$ cat src/sv/sabwt_pkg.sv
// Shared constants, step codes and control structs for the suffix array builder.
// No dependencies; every other file refers to it by scoped names.
`timescale 1ns / 1ps

package sabwt_pkg;

  localparam int MAX_LEN      = 1024;
  localparam int AW           = $clog2(MAX_LEN);
  localparam int LW           = AW + 1;
  localparam int BUCKETS      = MAX_LEN + 1;
  localparam int BYTE_BUCKETS = 257;
  localparam int SW           = 8;

  localparam logic [1:0] RES_BUILT = 2'd0;
  localparam logic [1:0] RES_QOK   = 2'd1;
  localparam logic [1:0] RES_BAD   = 2'd2;
  localparam logic [1:0] RES_OVF   = 2'd3;

  typedef enum logic [4:0] {
    STEP_IDLE, STEP_Q_SA, STEP_Q_TX, STEP_I_RD, STEP_I_WR, STEP_ROUND,
    STEP_CLR, STEP_CNT_J, STEP_CNT_K, STEP_CNT_C, STEP_CNT_W,
    STEP_PRE, STEP_PRE_W, STEP_PL_J, STEP_PL_K, STEP_PL_C, STEP_PL_W,
    STEP_RR_SA, STEP_RR_R1, STEP_RR_R2, STEP_RR_W, STEP_CP, STEP_CP_W,
    STEP_OUT
  } step_t;

  typedef struct packed {
    step_t step;
    logic  accept;
  } sabwt_cmd_t;

  typedef struct packed {
    logic acc_func;
    logic acc_last;
    logic acc_full;
    logic acc_qbad;
    logic i_eq_n;
    logic i_zero;
    logic i_lastb;
    logic t_lt_n;
    logic pass_b;
    logic out_free;
  } sabwt_stat_t;

endpackage

$ cat src/sv/sabwt_ctrl.sv
// Sequencer for loads, queries and the prefix doubling build.
// Depends on sabwt_pkg; drives sabwt_dp through a command struct.
`timescale 1ns / 1ps

module sabwt_ctrl (
  input  logic                   clk,
  input  logic                   rst_n,
  input  logic                   in_valid,
  output logic                   in_ready,
  input  sabwt_pkg::sabwt_stat_t stat,
  output sabwt_pkg::sabwt_cmd_t  cmd
);

  typedef enum logic [4:0] {
    S_IDLE, S_Q_SA, S_Q_TX, S_I_RD, S_I_WR, S_ROUND,
    S_CLR, S_CNT_J, S_CNT_K, S_CNT_C, S_CNT_W,
    S_PRE, S_PRE_W, S_PL_J, S_PL_K, S_PL_C, S_PL_W,
    S_RR_SA, S_RR_R1, S_RR_R2, S_RR_W, S_CP, S_CP_W, S_OUT
  } state_t;

  state_t state_r, state_nxt;
  logic   in_ready_r;
  logic   accept;

  assign in_ready = in_ready_r;
  assign accept   = in_valid & in_ready_r;

  always_comb begin
    state_nxt = state_r;
    case (state_r)
      S_IDLE: begin
        if (accept) begin
          if (stat.acc_func) state_nxt = stat.acc_qbad ? S_OUT : S_Q_SA;
          else if (stat.acc_last) state_nxt = S_I_RD;
          else if (stat.acc_full) state_nxt = S_OUT;
        end
      end
      S_Q_SA:  state_nxt = S_Q_TX;
      S_Q_TX:  state_nxt = S_OUT;
      S_I_RD:  state_nxt = stat.i_eq_n ? S_ROUND : S_I_WR;
      S_I_WR:  state_nxt = S_I_RD;
      S_ROUND: state_nxt = stat.t_lt_n ? S_CLR : S_OUT;
      S_CLR:   state_nxt = stat.i_lastb ? S_CNT_J : S_CLR;
      S_CNT_J: state_nxt = stat.i_eq_n ? S_PRE : S_CNT_K;
      S_CNT_K: state_nxt = S_CNT_C;
      S_CNT_C: state_nxt = S_CNT_W;
      S_CNT_W: state_nxt = S_CNT_J;
      S_PRE:   state_nxt = S_PRE_W;
      S_PRE_W: state_nxt = stat.i_lastb ? S_PL_J : S_PRE;
      S_PL_J: begin
        if (stat.i_zero) state_nxt = stat.pass_b ? S_RR_SA : S_CLR;
        else state_nxt = S_PL_K;
      end
      S_PL_K:  state_nxt = S_PL_C;
      S_PL_C:  state_nxt = S_PL_W;
      S_PL_W:  state_nxt = S_PL_J;
      S_RR_SA: state_nxt = stat.i_eq_n ? S_CP : S_RR_R1;
      S_RR_R1: state_nxt = S_RR_R2;
      S_RR_R2: state_nxt = S_RR_W;
      S_RR_W:  state_nxt = S_RR_SA;
      S_CP:    state_nxt = stat.i_eq_n ? S_ROUND : S_CP_W;
      S_CP_W:  state_nxt = S_CP;
      S_OUT:   state_nxt = stat.out_free ? S_IDLE : S_OUT;
      default: state_nxt = S_IDLE;
    endcase
  end

  always_comb begin
    cmd.accept = accept;
    case (state_r)
      S_IDLE:  cmd.step = sabwt_pkg::STEP_IDLE;
      S_Q_SA:  cmd.step = sabwt_pkg::STEP_Q_SA;
      S_Q_TX:  cmd.step = sabwt_pkg::STEP_Q_TX;
      S_I_RD:  cmd.step = sabwt_pkg::STEP_I_RD;
      S_I_WR:  cmd.step = sabwt_pkg::STEP_I_WR;
      S_ROUND: cmd.step = sabwt_pkg::STEP_ROUND;
      S_CLR:   cmd.step = sabwt_pkg::STEP_CLR;
      S_CNT_J: cmd.step = sabwt_pkg::STEP_CNT_J;
      S_CNT_K: cmd.step = sabwt_pkg::STEP_CNT_K;
      S_CNT_C: cmd.step = sabwt_pkg::STEP_CNT_C;
      S_CNT_W: cmd.step = sabwt_pkg::STEP_CNT_W;
      S_PRE:   cmd.step = sabwt_pkg::STEP_PRE;
      S_PRE_W: cmd.step = sabwt_pkg::STEP_PRE_W;
      S_PL_J:  cmd.step = sabwt_pkg::STEP_PL_J;
      S_PL_K:  cmd.step = sabwt_pkg::STEP_PL_K;
      S_PL_C:  cmd.step = sabwt_pkg::STEP_PL_C;
      S_PL_W:  cmd.step = sabwt_pkg::STEP_PL_W;
      S_RR_SA: cmd.step = sabwt_pkg::STEP_RR_SA;
      S_RR_R1: cmd.step = sabwt_pkg::STEP_RR_R1;
      S_RR_R2: cmd.step = sabwt_pkg::STEP_RR_R2;
      S_RR_W:  cmd.step = sabwt_pkg::STEP_RR_W;
      S_CP:    cmd.step = sabwt_pkg::STEP_CP;
      S_CP_W:  cmd.step = sabwt_pkg::STEP_CP_W;
      S_OUT:   cmd.step = sabwt_pkg::STEP_OUT;
      default: cmd.step = sabwt_pkg::STEP_IDLE;
    endcase
  end

  always_ff @(posedge clk) begin
    if (!rst_n) begin
      state_r    <= S_IDLE;
      in_ready_r <= 1'b1;
    end else begin
      state_r    <= state_nxt;
      in_ready_r <= (state_nxt == S_IDLE);
    end
  end

endmodule

$ cat config.mk
export PLATFORM = sky130hd
export DESIGN_NAME = sabwt_ctrl
export DESIGN_NICKNAME = d
export VERILOG_FILES = /design/src/sv/sabwt_pkg.sv /design/src/sv/sabwt_ctrl.sv
export SDC_FILE = /design/constraint.sdc
export NUM_CORES = 1
export LEC_CHECK = 0
export ABC_CLOCK_PERIOD_IN_PS = 2490
export BUFFER_PORTS_ARGS = -buffer_cell sky130_fd_sc_hd__buf_4
export CAP_MARGIN = 20
export CORE_MARGIN = 4
export CORE_UTILIZATION = 50
export DETAILED_ROUTE_END_ITERATION = 8
export HOLD_SLACK_MARGIN = 0.02
export MAX_ROUTING_LAYER = met4
export PLACE_DENSITY = 0.86
export SYNTH_ARGS = -nofsm -noshare
export SYNTH_HDL_FRONTEND = slang
export SYNTH_SLANG_ARGS = --single-unit
$ cat constraint.sdc
create_clock -name clk -period 2.49 [get_ports clk]
set_input_delay 0.3735 -clock clk [delete_from_list [all_inputs] [get_ports clk]]
set_output_delay 0.3735 -clock clk [all_outputs]
set_load 0.005 [all_outputs]
Yosys cells after proc, flatten, opt, wreduce, memory -nomap -nowiden --
Memories as Yosys holds them, arrays and structs flattened. A register that Yosys moved wholly into a read port is not among the register bits. Cells that the tools add are included.
Word-level totals: word-level logic and storage cells 46, ROM bits 160, bits of input ports 13, bits in writable memories 0, register bits after elaboration 6, memories kept 1, output and inout port bits 7, latch bits 0
Operators by class: reduce and logical (&&, ||, !) cells 2, shift operators 0, multiplexer cells 17, add/sub/neg operators 0, eq/ne operators 23, magnitude comparators 0, divide/modulo/power cells 0, $mul 0, bitwise operators 1
Memories:
- (name not given) | words 32, bits a word 5, rd ports 1, clocked after memory_dff 1, wr ports 0, line sabwt_ctrl.sv:70 | case (state_r)
Operators with widths (number):
- one-hot mux 5 bit (24 select lines) | 1
- two-way mux 5 bit | 11
- equality test 5 x 4 -> 1 bit (second input constant) | 8
- equality test 5 bit (second input constant) | 8
- equality test 5 x 3 -> 1 bit (second input constant) | 4
- equality test 5 x 2 -> 1 bit (second input constant) | 2
- zero test 5 bit | 2
- two-way mux 3 bit | 2
- equality test 5 x 1 -> 1 bit (second input constant) | 1
- two-way mux 1 bit | 2
- two-way mux 2 bit | 1
- bitwise AND 1 bit | 1

Depth between registers and ports, before layout --
word-level depth 6, gate-level depth with buffers 7, mapped depth without buffers 5

Worst setup path before layout --
OpenSTA, ideal clock, no wires.
kind register -> register, from register state_r[1], to register in_ready_r (netlist: in_ready), path slack 0.857 ns, setup time 0.096 ns, period minus slack after synthesis 1.633 ns, data required time 2.394 ns, arrival 1.537 ns, path buffers 1, cell stages (with the launch flop) 7, cells stage by stage dfxtp_1 buf_6 nor4_2 a21oi_1 a211o_1 a211o_1 o41ai_2
On the way: cells in the longest elaborated chain, start to end 6, elaborated cells between the ends (all ways) 30, classes of those cells 23 x eq/ne; 5 x mux; 2 x reduce/logical
Ends and longest elaborated chain:
- start: declaration | line sabwt_ctrl.sv:21 | state_t state_r, state_nxt;
- start signal: assignment | line sabwt_ctrl.sv:104 | state_r <= state_nxt;
- two-way mux 5 bit | line sabwt_ctrl.sv:35 | else if (stat.acc_full) state_nxt = S_OUT;
- two-way mux 5 bit | line sabwt_ctrl.sv:34 | else if (stat.acc_last) state_nxt = S_I_RD;
- two-way mux 5 bit | line sabwt_ctrl.sv:33 | if (stat.acc_func) state_nxt = stat.acc_qbad ? S_OUT : S_Q_SA;
- two-way mux 5 bit | line sabwt_ctrl.sv:32 | if (accept) begin
- one-hot mux 5 bit (24 select lines) (*) | line sabwt_ctrl.sv:30 | case (state_r)
- zero test 5 bit (*) | line sabwt_ctrl.sv:105 | in_ready_r <= (state_nxt == S_IDLE);
- end signal: assignment | line sabwt_ctrl.sv:105
- end: declaration | line sabwt_ctrl.sv:22 | logic in_ready_r;
Mark *: on every way between the ends. The rest lies on a longest branch, timed or not. A chain may end at the register's enable or synchronous reset.

Worst setup path after layout --
from register state_r[0], to register in_ready_r (netlist: in_ready)
The elaborated chain is that of the path after synthesis.

==> metrics.txt <==
status=complete, no violations; critical-path cell list=or2_2 -> nor4_1 -> o31ai_1 -> o2111ai_1 -> o41ai_2; Slowest-stage cell, CP=nor4_1; grt total ovfl=0; Setup crit end kind=register; number of CTS-inserted buffers=3; met3 GRT Util=1.835%; Root Buffer=clkbuf_4; YS warnings=0; # fillers=146; GR Layer Usage met2=24.33%; Gate Count Post-Synth=110; Hold Crit Class=in -> reg; number of global-route vias before repair=767; clock sink total=11; final hold vios=0; Worst Setup Start Kind=register; drt via density=6.058; Final setup viols=0; worst skew pair latency=0.26 ns; worst slew pin tran=0.6544 ns; Area contributors post-synth=dfxtp_1 (26%), and2_1 (5.9%), nand2b_1 (5.9%); crit path from=state_r[0]; post-detail-place hpwl=1.403 mm; share of layout cells above drive strength 1=23.58%; crit path DAT=2.24 ns; Setup Slack @ Placement=0.4415 ns; clock skew=0.001292 ns; # H-tree levels=1; syn_nets=123; Setup TNS=0 ns; worst rel slew slack=55.97%; slowest cell delay on critical path=0.57 ns; worst r2r src=state_r[0]; RSZ-0062 raised after global routing=no; mapped cell area=849.6 sq um; R2R Path End=in_ready; routability cong.=0.8708; Mapped Avg Cell Area=7.723 sq um; clock buffer depth=2; remaining antenna violation count=0; Global Route Usage Sum=16.18%; upper clock frequency limit=476.3 MHz; initial antenna violation count=0; Max VDD drop=663.4 uV; Synth Flop Type=dfxtp_1; Cell Pwr Density=1149 mW/mm^2; Hold Path Sink=in_ready; largest driver fanout on the critical path=21; critical path buffer and inverter count=0; antenna diode count=0; # hold bufs at CTS=0; DRC=0; sequential area share after synthesis=25.92%; starting density of the core=54.49%; Required @ worst endpoint=2.63 ns; die footprint=0.002423 sq mm; GR peak layer=met2; Post-synth EDFFs=0; Reg2Reg Depth=5; first-pass GRT wire length=3.042 mm; share of the synthesized area in the top cell type=25.92%; CTS tree=built; core area=0.001559 sq mm; Final Power=1.128 mW; final core occ=63.00%; Multi-input gate area=558.0 sq um; Die Y=49.22 um; max-slew violations=0; starting DRC count in detailed routing=19; area leader, netlist=dfxtp_1; die span in x=49.22 um; hold path startpoint=rst_n; Area Growth Syn to Fin=15.61%; post-layout minimum cycle time=2.100 ns; Clock Pin Slew Worst Setup and Hold Paths=0.06 ns; Final WS setup=0.3905 ns; vias after detailed routing=842; # IOs=20; Port Buffers=19; cell family with most CP delay=simple AND/OR/NAND/NOR gates; largest net degree at the start of global routing=22; postcts setup bufs=0; Seq cells post-synth=11; Distinct cells, synth=39; M1 GR Usage=20.15%; WS Path Type=reg -> reg; MaxCap Viol Count=0; final period utilization=84.32%; DR pass1 iterations=4; PostCTS Resize Cnt=0; LEAKAGE=0.3926 nW; Synth async-reset ratio=0%; hold_ws=0.3261 ns; worst reg-to-reg setup slack=0.39 ns; hold depth=2; drt wl/cell=13.24 um; Routed WL=1.840 mm; Reg area=220.2 sq um; Final nets=137; Rows=14
==> layout by cell type, fill, tap and decap left out, drive strengths merged, types with 2 or more instances in the layout <==
cell type	synthesis	final
a21boi	3	3
or2	2	2
nand2b	8	8
and2	8	8
nor2b	5	5
nor4	2	2
buf	8	19
clkbuf	2	4
a211o	2	2
nor2	8	8
a21oi	6	6
nand2	8	8
o31ai	5	5
dfxtp	11	11
a211oi	2	2
or3b	2	2
a31oi	3	3
o21a	3	3
nand3	2	2
inv	4	4
==> worst max-delay path by stage <==
stage	cells past startpoint	slack (ns)	endpoint
6_report	5	0.39	in_ready
5_1_grt	5	0.27	in_ready
4_1_cts	5	0.43	in_ready
3_5_place_dp	5	0.44	in_ready
3_3_place_gp	5	0.58	in_ready
2_1_floorplan	6	0.86	in_ready
==> sequential cells by signal, summed over array words and instances (netlist names) <==
name,cells
in_ready,1
state_r,5
cmd,5
==> metal layers <==
layer | wire, um | share of wire [%]
met3 | 121 | 6.6
met5 | 0 | 0
met2 | 879 | 48
met1 | 769 | 42
met4 | 68 | 3.7
==> layout make-up <==
cell class / instances / area share (%)
Sequential cell: 11 / 22.42
Clock buffer: 4 / 2.675
Inverter: 4 / 1.529
Multi-Input combinational cell: 85 / 56.82
Timing Repair Buffer: 19 / 14.52
Tap cell: 16 / 2.038
==> power breakdown <==
group,total [mW],leakage [nW],internal (mW),switching (mW)
Sequential,0.402,0.0909,0.251,0.150
Clock,0.116,0.0150,0.0620,0.0540
Combinational,0.611,0.287,0.330,0.281
==> cell usage after synthesis, types with 2 or more instances <==
library cell / n
nand2_1: 8
or2_2: 2
nor2b_1: 5
o31ai_1: 5
and2_1: 8
o21a_1: 3
a211oi_1: 2
buf_2: 6
nand3_1: 2
a21oi_1: 6
inv_1: 4
a31oi_1: 3
nand2b_1: 8
a21boi_0: 3
nor2_1: 8
a211o_1: 2
clkbuf_1: 2
or3b_2: 2
dfxtp_1: 11
==> worst reg2reg max path: stages (launching register included) <==
cell	delay, ns
dfxtp_1	0.48
or2_2	0.40
nor4_1	0.57
o31ai_1	0.20
o2111ai_1	0.21
o41ai_2	0.13
==> cells by family (layout without fill, tap and decap cells) <==
kind of cell              after synthesis  count (layout)  share of synthesized area (%)
AOI/OAI and AO/OA                      33              33                          28.72
xor gates and xnor gates                2               2                          2.062
buffers and inverters                  14              27                          8.395
DFF                                    11              11                          25.92
muxes                                   1               1                          1.178
and+or+nand+nor                        49              49                          33.73
==> per-stage QoR <==
step	area, sq um	instances
final	982.2	139
after global routing	982.2	139
after CTS	982.2	139
after detailed placement	955.9	135
after global placement	955.9	135
after floorplan	849.6	110
Note: power is estimated with default switching activity, not from simulation.
